## src/hw/rtl/ctp_pkg.sv

```systemverilog
package ctp_pkg;

  localparam int CharW = 8;
  localparam int CountW = 4;
  localparam int RunW = 3;
  localparam int HexW = 24;
  localparam int DecW = 16;
  localparam int HashW = 16;
  localparam int ChanW = 8;

  localparam logic [CharW-1:0] CharPound = 8'h23;
  localparam logic [CountW-1:0] CountMax = 4'd15;
  localparam logic [CountW-1:0] PoundMaxLen = 4'd8;
  localparam logic [RunW-1:0] RunMax = 3'd7;
  localparam logic [RunW-1:0] RunLong = 3'd6;
  localparam logic [RunW-1:0] RunShort = 3'd3;

  typedef enum logic [1:0] {
    ST_HEX  = 2'd0,
    ST_DEC  = 2'd1,
    ST_HASH = 2'd2,
    ST_BAD  = 2'd3
  } status_t;

  typedef struct packed {
    logic [CountW-1:0] char_count;
    logic              starts_with_pound;
    logic [RunW-1:0]   hex_run_len;
    logic              hex_run_open;
    logic [HexW-1:0]   hex_value;
    logic              all_digits;
    logic [DecW-1:0]   decimal_value;
    logic [HashW-1:0]  hash_acc;
  } ctp_state_t;

  typedef struct packed {
    status_t          status;
    logic [ChanW-1:0] red;
    logic [ChanW-1:0] green;
    logic [ChanW-1:0] blue;
    logic [HashW-1:0] name_hash;
  } ctp_result_t;

  localparam ctp_state_t StateReset = '{
    char_count:        '0,
    starts_with_pound: 1'b0,
    hex_run_len:       '0,
    hex_run_open:      1'b1,
    hex_value:         '0,
    all_digits:        1'b1,
    decimal_value:     '0,
    hash_acc:          '0
  };

endpackage

```

## src/hw/rtl/ctp_if.sv

```systemverilog
interface ctp_in_if;
  import ctp_pkg::*;
  logic             valid;
  logic             ready;
  logic [CharW-1:0] ch;
  logic             is_end;

  modport source(output valid, ch, is_end, input ready);
  modport sink(input valid, ch, is_end, output ready);
endinterface

interface ctp_out_if;
  import ctp_pkg::*;
  logic             valid;
  logic             ready;
  logic [1:0]       status;
  logic [ChanW-1:0] red;
  logic [ChanW-1:0] green;
  logic [ChanW-1:0] blue;
  logic [HashW-1:0] name_hash;

  modport source(output valid, status, red, green, blue, name_hash, input ready);
  modport sink(input valid, status, red, green, blue, name_hash, output ready);
endinterface

```

## src/hw/rtl/ctp_accum.sv

```systemverilog
module ctp_accum
  import ctp_pkg::*;
(
  input  logic             clk,
  input  logic             rst,
  input  logic             accept,
  input  logic [CharW-1:0] ch,
  input  logic             is_end,
  output ctp_state_t       state
);

  ctp_state_t state_next;
  logic             digit;
  logic             hex_ok;
  logic [3:0]       hex_nib;
  logic [CharW-1:0] lc;

  always_comb begin
    digit = ch inside {[8'h30:8'h39]};
    hex_ok = 1'b1;
    hex_nib = '0;
    if (digit) begin
      hex_nib = ch[3:0];
    end else if (ch inside {[8'h61:8'h66], [8'h41:8'h46]}) begin
      // letter codes end in 1..6 for a..f
      hex_nib = ch[3:0] + 4'd9;
    end else begin
      hex_ok = 1'b0;
    end
    lc = ch;
    if (ch inside {[8'h41:8'h5a]}) begin
      lc = ch + 8'd32;
    end
  end

  always_comb begin
    state_next = state;
    if (accept) begin
      if (is_end) begin
        state_next = StateReset;
      end else begin
        if (!digit) begin
          // h*63 + c as a shift and subtract
          state_next.hash_acc = (state.hash_acc << 6) - state.hash_acc
                                + {{(HashW-CharW){1'b0}}, lc};
          state_next.all_digits = 1'b0;
        end else begin
          state_next.decimal_value = (state.decimal_value << 3)
                                     + (state.decimal_value << 1)
                                     + {{(DecW-4){1'b0}}, ch[3:0]};
        end
        if (state.char_count == '0) begin
          state_next.starts_with_pound = (ch == CharPound);
        end else if (state.hex_run_open) begin
          if (hex_ok) begin
            state_next.hex_value = {state.hex_value[HexW-5:0], hex_nib};
            if (state.hex_run_len < RunMax) begin
              state_next.hex_run_len = state.hex_run_len + 1'b1;
            end
          end else begin
            state_next.hex_run_open = 1'b0;
          end
        end
        if (state.char_count < CountMax) begin
          state_next.char_count = state.char_count + 1'b1;
        end
      end
    end
  end

  always_ff @(posedge clk) begin
    if (rst) begin
      state <= StateReset;
    end else begin
      state <= state_next;
    end
  end

endmodule

```

## src/hw/rtl/ctp_format.sv

```systemverilog
module ctp_format
  import ctp_pkg::*;
(
  input  ctp_state_t  state,
  output ctp_result_t result
);

  logic [4:0]  r5;
  logic [5:0]  g6;
  logic [4:0]  b5;
  logic [13:0] r_wide;
  logic [13:0] g_wide;
  logic [13:0] b_wide;

  assign r5 = state.decimal_value[15:11];
  assign g6 = state.decimal_value[10:5];
  assign b5 = state.decimal_value[4:0];

  // rgb565 channel widening with rounding
  assign r_wide = 14'(r5 * 14'd527) + 14'd23;
  assign g_wide = 14'(g6 * 14'd259) + 14'd33;
  assign b_wide = 14'(b5 * 14'd527) + 14'd23;

  always_comb begin
    result.status = ST_HASH;
    result.red = '0;
    result.green = '0;
    result.blue = '0;
    result.name_hash = state.hash_acc;
    if (state.starts_with_pound) begin
      result.status = ST_BAD;
      if (state.char_count < PoundMaxLen) begin
        if (state.hex_run_len == RunLong) begin
          result.status = ST_HEX;
          result.red = state.hex_value[23:16];
          result.green = state.hex_value[15:8];
          result.blue = state.hex_value[7:0];
        end else if (state.hex_run_len == RunShort) begin
          // nibble times 17 repeats the nibble
          result.status = ST_HEX;
          result.red = {2{state.hex_value[11:8]}};
          result.green = {2{state.hex_value[7:4]}};
          result.blue = {2{state.hex_value[3:0]}};
        end
      end
    end else if (state.all_digits) begin
      result.status = ST_DEC;
      result.red = r_wide[13:6];
      result.green = g_wide[13:6];
      result.blue = b_wide[13:6];
    end
  end

endmodule

```

## src/hw/rtl/ctp_out_reg.sv

```systemverilog
module ctp_out_reg
  import ctp_pkg::*;
(
  input  logic        clk,
  input  logic        rst,
  input  logic        load,
  input  ctp_result_t result,
  input  logic        out_ready,
  output logic        out_valid,
  output ctp_result_t out_data,
  output logic        can_load
);

  // a new item may enter when the slot is empty or being drained
  assign can_load = !out_valid || out_ready;

  always_ff @(posedge clk) begin
    if (rst) begin
      out_valid <= 1'b0;
    end else if (load) begin
      out_valid <= 1'b1;
    end else if (out_ready) begin
      out_valid <= 1'b0;
    end
  end

  always_ff @(posedge clk) begin
    if (load) begin
      out_data <= result;
    end
  end

endmodule

```

## src/hw/rtl/color_text_parser.sv

```systemverilog
// a result is registered and appears in the cycle after its end item is accepted
// throughput: one item per cycle, characters and end items alike
// an item waits only while an earlier result sits unread in the output register
// reset (synchronous, active high) clears the string state and empties the output
module color_text_parser
  import ctp_pkg::*;
(
  input  logic      clk,
  input  logic      rst,
  ctp_in_if.sink    in_item,
  ctp_out_if.source out_item
);

  ctp_state_t  state;
  ctp_result_t result;
  ctp_result_t out_data;
  logic        accept;
  logic        can_load;

  assign in_item.ready = can_load;
  assign accept = in_item.valid && can_load;

  ctp_accum u_accum (
    .clk    (clk),
    .rst    (rst),
    .accept (accept),
    .ch     (in_item.ch),
    .is_end (in_item.is_end),
    .state  (state)
  );

  ctp_format u_format (
    .state  (state),
    .result (result)
  );

  ctp_out_reg u_out_reg (
    .clk       (clk),
    .rst       (rst),
    .load      (accept && in_item.is_end),
    .result    (result),
    .out_ready (out_item.ready),
    .out_valid (out_item.valid),
    .out_data  (out_data),
    .can_load  (can_load)
  );

  assign out_item.status = out_data.status;
  assign out_item.red = out_data.red;
  assign out_item.green = out_data.green;
  assign out_item.blue = out_data.blue;
  assign out_item.name_hash = out_data.name_hash;

endmodule

```

## src/flat_wrapper.sv

```systemverilog
// flat-port wrapper written by rule: the top's interface ports become plain ports
module color_text_parser_flat import ctp_pkg::*;
  (clk, rst, in_item_valid, in_item_ch, in_item_is_end, in_item_ready, out_item_valid, out_item_status, out_item_red, out_item_green, out_item_blue, out_item_name_hash, out_item_ready);
  ctp_in_if in_item_i ();
  ctp_out_if out_item_i ();
  input  logic clk;
  input  logic rst;
  input wire logic [$bits(in_item_i.valid)-1:0] in_item_valid;
  input wire logic [$bits(in_item_i.ch)-1:0] in_item_ch;
  input wire logic [$bits(in_item_i.is_end)-1:0] in_item_is_end;
  output wire logic [$bits(in_item_i.ready)-1:0] in_item_ready;
  output wire logic [$bits(out_item_i.valid)-1:0] out_item_valid;
  output wire logic [$bits(out_item_i.status)-1:0] out_item_status;
  output wire logic [$bits(out_item_i.red)-1:0] out_item_red;
  output wire logic [$bits(out_item_i.green)-1:0] out_item_green;
  output wire logic [$bits(out_item_i.blue)-1:0] out_item_blue;
  output wire logic [$bits(out_item_i.name_hash)-1:0] out_item_name_hash;
  input wire logic [$bits(out_item_i.ready)-1:0] out_item_ready;
  assign in_item_i.valid = in_item_valid;
  assign in_item_i.ch = in_item_ch;
  assign in_item_i.is_end = in_item_is_end;
  assign in_item_ready = in_item_i.ready;
  assign out_item_valid = out_item_i.valid;
  assign out_item_status = out_item_i.status;
  assign out_item_red = out_item_i.red;
  assign out_item_green = out_item_i.green;
  assign out_item_blue = out_item_i.blue;
  assign out_item_name_hash = out_item_i.name_hash;
  assign out_item_i.ready = out_item_ready;
  color_text_parser u_core (.clk(clk), .rst(rst), .in_item(in_item_i), .out_item(out_item_i));
endmodule
```

## config.mk

```make
export PLATFORM = sky130hd
export DESIGN_NAME = color_text_parser_flat
export DESIGN_NICKNAME = d
export VERILOG_FILES = /design/src/hw/rtl/ctp_pkg.sv /design/src/hw/rtl/ctp_if.sv /design/src/hw/rtl/ctp_accum.sv /design/src/hw/rtl/ctp_format.sv /design/src/hw/rtl/ctp_out_reg.sv /design/src/hw/rtl/color_text_parser.sv /design/src/flat_wrapper.sv
export SDC_FILE = /design/constraint.sdc
export NUM_CORES = 1
export LEC_CHECK = 0
export ABC_AREA = 0
export BUFFER_PORTS_ARGS = -buffer_cell sky130_fd_sc_hd__buf_4
export CAP_MARGIN = 20
export CELL_PAD_IN_SITES_DETAIL_PLACEMENT = 0
export CELL_PAD_IN_SITES_GLOBAL_PLACEMENT = 1
export CORE_MARGIN = 2
export CORE_UTILIZATION = 27
export CTS_CLUSTER_SIZE = 24
export DETAILED_ROUTE_END_ITERATION = 8
export PLACE_DENSITY = 0.53
export SYNTH_ARGS = -nofsm -noshare
export SYNTH_HDL_FRONTEND = slang
export SYNTH_HIERARCHICAL = 1
export SYNTH_SLANG_ARGS = --single-unit
```

## constraint.sdc

```tcl
create_clock -name clk -period 8.35 [get_ports clk]
set_input_delay 1.2525 -clock clk [delete_from_list [all_inputs] [get_ports clk]]
set_output_delay 1.2525 -clock clk [all_outputs]
set_load 0.02 [all_outputs]
```

; Word level (Yosys, flattened, before mapping)
; Index checks and enable logic that the tools add are counted.
; Widths: inputs -> output; s select.
[classes]
reduce_logical = 24
multipliers = 3
n_eq_ne = 5
n_lt_le_gt_ge = 10
add_sub_neg = 11
n_mux = 24
[ops]
columns = op, n
row1 = $mux 26, 5
row2 = $mux 66, 1
row3 = $mux 28, 2
row4 = $mux 16, 2
row5 = $add 14x5->14 const B, 2
row6 = $mul 5x10->14 const B, 2
row7 = $le 8x7->1 const B, 3
row8 = $mux 24, 1
row9 = $add 16x16->16, 1
row10 = $add 16x4->16, 1
row11 = $add 16x8->16, 1
row12 = $ge 8x7->1 const B, 2
row13 = $reduce_bool 2->1, 8
row14 = $sub 16x16->16, 1
row15 = $add 14x6->14 const B, 1
row16 = $mul 6x9->14 const B, 1
row17 = $mux 4, 3
row18 = $reduce_and 2->1, 5
row19 = $add 8x6->8 const B, 1
row20 = $eq 8x6->1 const B, 1
row21 = $ge 8x6->1 const B, 1
row22 = $le 8x6->1 const B, 1
row23 = $lt 4x4->1 const B, 2
row24 = $mux 8, 1
row25 = 15 further kinds, 28
[totals]
in_bits = 13
out_inout_bits = 44
ff_bits = 109
elab_cells = 91

; Depth between registers and ports, before layout
; Gate-level depths: netlist (run 1).
[depth]
word_depth = 9
depth_mapped = 16
depth_no_buf = 16

; Hierarchy
; Netlist (run 1), hierarchy kept.
[by_module_without_submodules]
columns = mod, cells_per_inst, seq_area_each_um2, area_per_inst_um2, n_inst
row1 = ctp_accum, 567, 1321.3, 4844.6, 1
row2 = ctp_format, 332, 0.0, 2534.9, 1
row3 = ctp_out_reg, 46, 1281.2, 1307.5, 1
row4 = color_text_parser, 2, 0.0, 12.5, 1

; Worst setup path before layout (run 1)
; No wires, ideal clock.
[synth_path]
path_type = input -> register
start = input port in_item_ch[0]
end = register u_core/u_accum/state[12] (netlist name)
required_ns = 8.263
path_stages = 15
arrival_ns = 4.439
setup_slack_ns = 3.824
setup_ns = 0.087
path_cell_list = inv_1 -> ha_1 -> or4b_2 -> nor3_1 -> nor3_1 -> a21oi_1 -> fa_1 -> inv_1 -> ha_1 -> a21o_1 -> or3_1 -> o211ai_1 -> a31oi_1 -> o21a_1 -> o31ai_1
[synth_between]
elab_chain_len = 6
[synth_rtl]
columns = element, line_no
row1 = start: declaration, flat_wrapper.sv:9  ; input wire logic [$bits(in_item_i.ch)-1:0] in_item_ch;
row2 = $ge 8x7->1 / $le 8x7->1 (equally long branches), ctp_accum.sv:31  ; if (ch inside {[8'h41:8'h5a]}) begin
row3 = $logic_and 1x1->1, ctp_accum.sv:31
row4 = $mux 8, ctp_accum.sv:31
row5 = $add 16x8->16, ctp_accum.sv:45  ; + {{(HashW-CharW){1'b0}}, lc};
row6 = $mux 16, ctp_accum.sv:42  ; if (!digit) begin
row7 = $mux 66, ctp_accum.sv:39  ; if (is_end) begin
; Several ways; a longest one is shown, not always the timed one. The select of a mux whose other input is x is not followed.
; A chain may end at the register's enable or synchronous reset.

; Worst setup path in the final report (run 1)
[layout_path]
start = input port in_item_ch[1]
end = register u_core/u_accum/state[15] (netlist name)
[layout_between]
elab_chain_len = 6
[layout_rtl]
columns = element, line_no
row1 = $ge 8x7->1 / $le 8x7->1 (equally long branches), ctp_accum.sv:31
row2 = $logic_and 1x1->1, ctp_accum.sv:31
row3 = $mux 8, ctp_accum.sv:31
row4 = $add 16x8->16, ctp_accum.sv:45
row5 = $mux 16, ctp_accum.sv:42
row6 = $mux 66, ctp_accum.sv:39
; Several ways; a longest one is shown, not always the timed one. The select of a mux whose other input is x is not followed.

==> results.md, run 1 <==
* Status: finished, final reports clean
* Die Area at 0.0337 mm²
* Gates resized, CTS repair at 0
* Initial antenna violation count at 0
* Setup Fix Bufs, Post-CTS at 0
* CP Launch Type: input port
* Final Hold Viols at 0
* F_max at 0.212 GHz
* Distinct cells, synth at 76
* Clock root buffer: clkbuf_16
* Final Setup Violations at 0
* Die Height at 184 µm
* Tmin final at 4.72 ns
* Dpl hpwl at 17.1 mm
* Static Leak at 4.06 nW
* Yosys reg bits at 109
* Worst EP arrival at 4.97 ns
* Area Overhead vs Synth at 10.9%
* Worst slew pin tran at 1.05 ns
* Drt first pass iters at 4
* Crit path cell chain: buf_4 > inv_1 > ha_1 > or4b_2 > nor3_1 > nor3_1 > a21boi_0 > fa_1 > ha_1 > o211ai_1 > a21oi_1 > o211ai_1 > a21oi_1 > o21ai_0 > o22a_1
* Final #Nets at 1,125
* Crit path max fanout at 8
* Max VDD drop at 0.0972 mV
* Max stage delay cell, worst path: or4b_2
* Total GRT Usage at 13.9%
* Most common cell after layout, fill and taps aside: ha_1
* Period utilization at 56.5%
* Final-report max-slew violation count at 0
* Clock Skews at 0.0148 ns
* CTS tree: built
* Die width at 184 µm
* Top Ports at 57
* Initial Util at 27.5%
* Hold buffer count at CTS at 0
* Fraction of layout cells with a size suffix above 1 at 11.5%
* RSZ-0062 raised after global routing: no
* Setup crit end kind: flop
* Worst path max stage delay at 0.65 ns
* Number of flops mapped to enable cells by yosys at 42
* Drt wl/cell at 16.2 µm
* Global-route wire length before repair at 36.8 mm
* Power, Total at 1.31 mW
* Sequential cell area at 0.00260 mm²
* GPL Wtd Cong at 0.798
* Layout fillers at 3,348
* Clock transition at path regs at 0.08 ns
* Register area share after synthesis at 29.9%
* Worst skew pair latency at 0.37 ns
* Async S/R FF share, synth at 0%
* Max_cap viols at 0
* Hold crit path type: reg -> reg
* Antenna Violating Nets Remaining at 0
* Largest net degree at the start of global routing at 46
* Vias at 6,640
* Final WL at 22.3 mm
* Synth warnings at 6
* Max_slew headroom at 30.1%
* Drt via density at 4.80
* Depth of the CTS H-tree at 3
* Site Rows at 65
* Drc violations at 0
* Diode count at 0
* Worst Path Required at 8.60 ns
* Power Density at 136 mW/mm²
* Number of CTS-inserted buffers at 9
* Clk buf depth at 2
* Clock sinks at 109
* Area of the multi-input gates at 0.00541 mm²
* Net count after synthesis at 1,097
* Post-Layout Cell Count at 1,382
* IO buf count at 56
* Syn_area_per_cell at 9.19 µm²
* Post-synthesis cell count at 947
* Iter 0 DRT Violations at 283
* Most frequent cells in the layout: ha_1 (115), inv_1 (101), nand2_1 (68)
* Predominant post-synthesis flop cell: dfxtp_1
* Post-Syn Area at 0.00870 mm²
* Grt total ovfl at 0
* Placed Instances at 1,365
* Core ar. at 0.0316 mm²
* Number of global-route vias before repair at 6,686
* WS Path Type: in -> reg
* Setup TNS at 0 ns
[worst max-delay path: cells and delay by family]
family                     cells  cell delay, ns
AOI/OAI and AO/OA              7            1.53
adders and majority gates      3            1.05
buffers and inverters          2            0.22
and+or+nand+nor                3            0.91
[per-stage QoR]
step                      instance area [µm²]  hold WS (ns)  worst slack [ns]  utilization, %
after floorplan                          8700         0.446              3.82               -
after global placement                   9350         0.464              3.37            29.6
after detailed placement                 9350         0.449              3.30            29.6
after CTS                                9630         0.463              3.67            30.4
after global routing                     9650         0.490              3.27            30.5
final                                    9650         0.468              3.63            30.5
[path summary, 6_finish.rpt]
kind | slack, ns | endpoint | cells past startpoint | startpoint
worst max-delay path | 3.63 | u_core/u_accum/state[15] | 15 | in_item_ch[1]
worst min-delay path | 0.47 | u_core/u_out_reg/out_data[15] | 0 | u_core/u_accum/state[15]
worst max register to register | 4.41 | u_core/u_out_reg/out_data[17] | 13 | u_core/u_accum/state[19]
worst min register to register | 0.47 | u_core/u_out_reg/out_data[15] | 0 | u_core/u_accum/state[15]
[final cells by class]
type,count,share of cell area (%)
Multi-Input combinational cell,692,56.1
Sequential cell,109,27.0
Tap cell,402,5.21
Timing Repair Buffer,62,4.90
Inverter,101,3.93
Clock buffer,9,2.33
Clock inverter,7,0.584
[cells in the mapped netlist, drive strengths merged (21+ instances only)]
cell,instances,share of area [%]
a21oi,64,3.8
buf,22,2.1
clkbuf,22,1.1
dfxtp,67,15
edfxtp,42,14
fa,22,5.1
ha,115,17
inv,101,4.4
mux2i,37,4.3
nand2,68,2.9
nand2b,40,3.0
nor2,42,1.8
nor3,21,1.2
o21ai,46,2.8
xnor2,23,2.3
[per-layer routing]
metal	vias up	GRT usage, %	wire length, µm
li1	3423	-	-
met1	3121	17.8	10700
met2	82	24.1	10700
met3	14	2.50	674
met4	0	3.20	263
met5	-	0	0
[sequential cells by signal, summed over array words and instances, names as in the netlist]
signal	count
u_core/u_out_reg/out_valid	1
u_core/u_accum/state	66
u_core/u_out_reg/out_data	42
[logic make-up after synthesis]
group	synth area share, %
AND/OR/NAND/NOR	16.6
buffers and inverters	7.94
flip-flops	29.9
adder cells (fa/ha/maj)	21.6
AO/OA/AOI/OAI	16.6
multiplexers	4.26
XOR/XNOR	3.12
[report_power, final]
part	switching (mW)	internal, mW	total (mW)
sequential	0.0182	0.576	0.594
clock	0.221	0.208	0.429
combinational	0.170	0.121	0.291
Power figures use the tool's default switching activity.
==> run 2: changes to the inputs <==
--- a/config.mk
+++ b/config.mk
@@ -5,7 +5,7 @@
 export SDC_FILE = /design/constraint.sdc
 export NUM_CORES = 1
 export LEC_CHECK = 0
-export ABC_AREA = 0
+export ABC_AREA = 1
 export BUFFER_PORTS_ARGS = -buffer_cell sky130_fd_sc_hd__buf_4
 export CAP_MARGIN = 20
 export CELL_PAD_IN_SITES_DETAIL_PLACEMENT = 0
@@ -14,7 +14,7 @@
 export CORE_UTILIZATION = 27
 export CTS_CLUSTER_SIZE = 24
 export DETAILED_ROUTE_END_ITERATION = 8
-export PLACE_DENSITY = 0.53
+export PLACE_DENSITY = 0.57
 export SYNTH_ARGS = -nofsm -noshare
 export SYNTH_HDL_FRONTEND = slang
 export SYNTH_HIERARCHICAL = 1
==> constraint.sdc (replaced) <==
create_clock -name clk -period 4.2 [get_ports clk]
set_input_delay 0.63 -clock clk [delete_from_list [all_inputs] [get_ports clk]]
set_output_delay 0.63 -clock clk [all_outputs]
set_load 0.02 [all_outputs]
==> run 2 against run 1 <==
Compared with the run above:
- critical path type is now reg -> reg
- largest power group unchanged
- wire length increased by 7.6%
- highest routed layer unchanged
- clock power is 110% higher
- final cell count up 22%
- global-route usage increased by 0.95 points
- clock skew barely moved
==> results.md, run 2 <==
* Status: finished, final reports clean
* GPL Wtd Cong at 0.811 (+1.7%)
* Die width at 185 µm (+0.69%)
* Drt first pass iters at 4 (unchanged)
* Top post-synthesis cells by count: nand2_1 (310), inv_1 (183), ha_1 (115)
* Cell accounting for the most synthesized area: ha_1
* Hold Crit Endpoint: u_core/u_out_reg/out_data[1]
* Yosys top cell area share at 16.3% (-0.23 points)
* Initial antenna violation count at 0 (unchanged)
* Iter 0 DRT Violations at 421 (+49%)
* Core ar. at 0.0324 mm² (+2.3%)
* Initial Util at 27.3% (-0.25 points)
* CP Launch Type: flop
* Clock sinks at 109 (unchanged)
* Clock transition at path regs at 0.09 ns (about the same)
* Clock Skews at 0.0151 ns (+0.000312 ns)
* RSZ-0062 raised after global routing: no
* Power, Total at 2.78 mW (+110%)
* Gates resized, CTS repair at 0 (unchanged)
* Tmin final at 3.53 ns
* Top Registers: u_core/u_accum/state: 66 flops, u_core/u_out_reg/out_data: 42 flops, u_core/u_out_reg/out_valid: 1 flops
* Final Util at 30.7% (+0.17 points)
* Max VDD drop at 0.189 mV (+94%)
* Placed Instances at 1,666 (+22%)
* Part of the power in registers at 42.6% (-2.6 points)
* FF-to-FF setup slack at 0.67 ns (-3.74 ns)
* Most frequent cells in the layout: nand2_1 (310), inv_1 (183), ha_1 (115)
* Crit path cell chain: inv_1 > ha_1 > inv_1 > fa_1 > inv_1 > fa_1 > inv_1 > ha_1 > nand2_1 > inv_1 > nand2_1 > nand2_1 > nand2_1 > nand2_2 > nand3_1 > nand3_1 > nand2_1
* Static Leak at 4.93 nW (+21%)
* Post-synthesis cell count at 1,195 (+26%)
* Min-Delay Path Depth at 0 (unchanged)
* Hold crit path type: reg -> reg
* Max FFs per register at 66 (unchanged)
* Setup Fix Bufs, Post-CTS at 0 (unchanged)
* R2R depth at 17 (+4)
* Top Ports at 57 (unchanged)
* F_max at 0.284 GHz
* Final Setup Violations at 0 (unchanged)
* Max_slew headroom at 48.2% (+18 points)
* Global-route wire length before repair at 39.6 mm (+7.6%)
* Worst path max stage delay at 0.54 ns (-0.11 ns)
* Final Hold Viols at 0 (unchanged)
* Synth warnings at 6 (unchanged)
* Antenna Violating Nets Remaining at 0 (unchanged)
* Worst slew pin tran at 0.775 ns (-0.270 ns)
* Drt wl/cell at 14.3 µm (-12%)
* Max stage delay cell, worst path: dfxtp_1
* Number of CTS-inserted buffers at 9 (unchanged)
* Period utilization at 83.9%
* Top-count cell post-synth: nand2_1
* Fraction of layout cells with a size suffix above 1 at 9.92% (-1.6 points)
* Dpl hpwl at 18.6 mm (+9.0%)
* Place WS at 0.462 ns (-2.84 ns)
* Drc violations at 0 (unchanged)
* Site Rows at 66 (+1.5%)
* Clock share of power at 32.9% (+0.3 points)
* Die Area at 0.0341 mm² (+1.4%)
* Depth of the CTS H-tree at 3 (unchanged)
* Post-Layout Cell Count at 1,683 (+22%)
* Setup crit end kind: flop
* CP bufs+invs at 5 (+3)
* Clock root buffer: clkbuf_16
* Hold buffer count at CTS at 0 (unchanged)
* Largest net degree at the start of global routing at 40 (-13%)
* RR Startpoint: u_core/u_accum/state[30]
* Drt via density at 4.42 (-7.9%)
* Gate power share at 24.5% (+2.3 points)
* Delay-heaviest family, CP: adder cells
* Number of flops mapped to enable cells by yosys at 42 (unchanged)
* Final WL at 24.0 mm (+7.6%)
* Min-delay src: u_core/u_accum/state[1]
* Clk buf depth at 2 (unchanged)
* Die Height at 185 µm (+0.69%)
* Worst skew pair latency at 0.37 ns (about the same)
* Reg with most FFs: u_core/u_accum/state
* Async S/R FF share, synth at 0% (unchanged)
* Distinct cells, synth at 42 (-45%)
* Vias at 7,445 (+12%)
* Predominant post-synthesis flop cell: dfxtp_1
* Number of global-route vias before repair at 7,411 (+11%)
* WS Path Type: reg -> reg
* Post-Syn Area at 0.00882 mm² (+1.4%)
* CTS tree: built
* Area Overhead vs Synth at 12.5%
* Final #Nets at 1,385 (+23%)
* Yosys reg bits at 109 (unchanged)
* Setup TNS at 0 ns (unchanged)
* Syn_area_per_cell at 7.38 µm² (-20%)
* Power Density at 280 mW/mm² (+110%)
* IO buf count at 56 (unchanged)
* Switch share at 34.7% (+3.5 points)
* Crit path max fanout at 7 (-1)
* Switch Pwr at 964 µW (+140%)
* Net count after synthesis at 1,345 (+23%)
* Register area share after synthesis at 29.5% (-0.42 points)
* Int Power at 1.82 mW (+100%)
* Total GRT Usage at 14.8% (+0.95 points)
* Worst r2r dst: u_core/u_out_reg/out_data[39]
* Area contributors post-synth: ha_1 (16%), dfxtp_1 (15%), edfxtp_1 (14%)
* Final-report max-slew violation count at 0 (unchanged)
* Layout fillers at 3,642 (+8.8%)
* Worst EP arrival at 3.64 ns (-1.33 ns)
* Most common cell after layout, fill and taps aside: nand2_1
* WP depth at 17 (+2)
* Grt total ovfl at 0 (unchanged)
* Slack of the critical path at 0.674 ns (-2.96 ns)
* Max_cap viols at 0 (unchanged)
* Worst Path Required at 4.32 ns (-4.28 ns)
run 2: changes by cell type in the layout (fill, tap and decap cells not counted), sizes merged, moves of 28 or more:
cell    previous run  this run
nand3             15       113
inv              105       195
o21ai             46        74
nor2              42        92
nand2             68       327
nand2b            40         0
mux2i             37         0
run 2: power by group through the flow:
| stage | Combinational (mW) | Clock, mW | Sequential (mW) |
|---|---|---|---|
| global placement | 0.695 | 0 | 1.21 |
| CTS | 0.692 | 0.960 | 1.19 |
| global route | 0.798 | 1.00 | 1.19 |
| floorplan | 0.503 | 0 | 1.22 |
| finish | 0.682 | 0.916 | 1.18 |
| detailed placement | 0.689 | 0 | 1.21 |
run 2: routing by layer:
layer	global-route usage, %	vias up	wire (µm)
li1	-	3943	-
met3	1.76	9	563
met1	20.8	3405	12200
met2	24.5	88	11100
met5	0	-	0
met4	2.83	0	175
run 2: worst register-to-register path, cell delays in order, from the launching register on:
cell and delay, ns:
dfxtp_1 0.54, inv_1 0.17, ha_1 0.34, inv_1 0.07, fa_1 0.51, inv_1 0.05
fa_1 0.49, inv_1 0.04, ha_1 0.36, nand2_1 0.10, inv_1 0.06, nand2_1 0.04
nand2_1 0.09, nand2_1 0.07, nand2_2 0.10, nand3_1 0.08, nand3_1 0.12, nand2_1 0.07
run 2: worst max path at each step:
stage / from / to
floorplan: in_item_ch[5] / u_core/u_accum/state[14]
global placement: in_item_ch[5] / u_core/u_accum/state[14]
detailed placement: in_item_ch[5] / u_core/u_accum/state[14]
CTS: u_core/u_accum/state[30] / u_core/u_out_reg/out_data[36]
global route: u_core/u_accum/state[30] / u_core/u_out_reg/out_data[36]
finish: u_core/u_accum/state[30] / u_core/u_out_reg/out_data[39]
run 2: layout make-up:
cell class / count / area [µm²] / area share, %
tap: 442 / 553 / 5.57
antenna: 1 / 2.50 / 0.0252
timing repair buffer: 62 / 465 / 4.69
clock buffer: 9 / 225 / 2.27
sequential: 109 / 2600 / 26.2
inverter: 190 / 713 / 7.18
multi-input combinational: 863 / 5280 / 53.2
clock inverter: 7 / 81.3 / 0.819
run 2: per-stage QoR:
step	cell area, µm²	hold slack, ns
after floorplan	8820	0.414
after global placement	9620	0.418
after detailed placement	9620	0.419
after CTS	9920	0.443
after global routing	9920	0.459
final	9930	0.442
run 2: cell families (layout without fill, tap and decap cells):
kind of cell / Yosys count / count (layout) / synth area share [%]
buffers and inverters: 223 / 268 / 10.7
xor gates and xnor gates: 13 / 13 / 1.29
AOI/OAI and AO/OA: 156 / 156 / 9.80
other: 0 / 1 / 0
and+or+nand+nor: 557 / 557 / 27.4
DFF: 109 / 109 / 29.5
adders and majority gates: 137 / 137 / 21.3
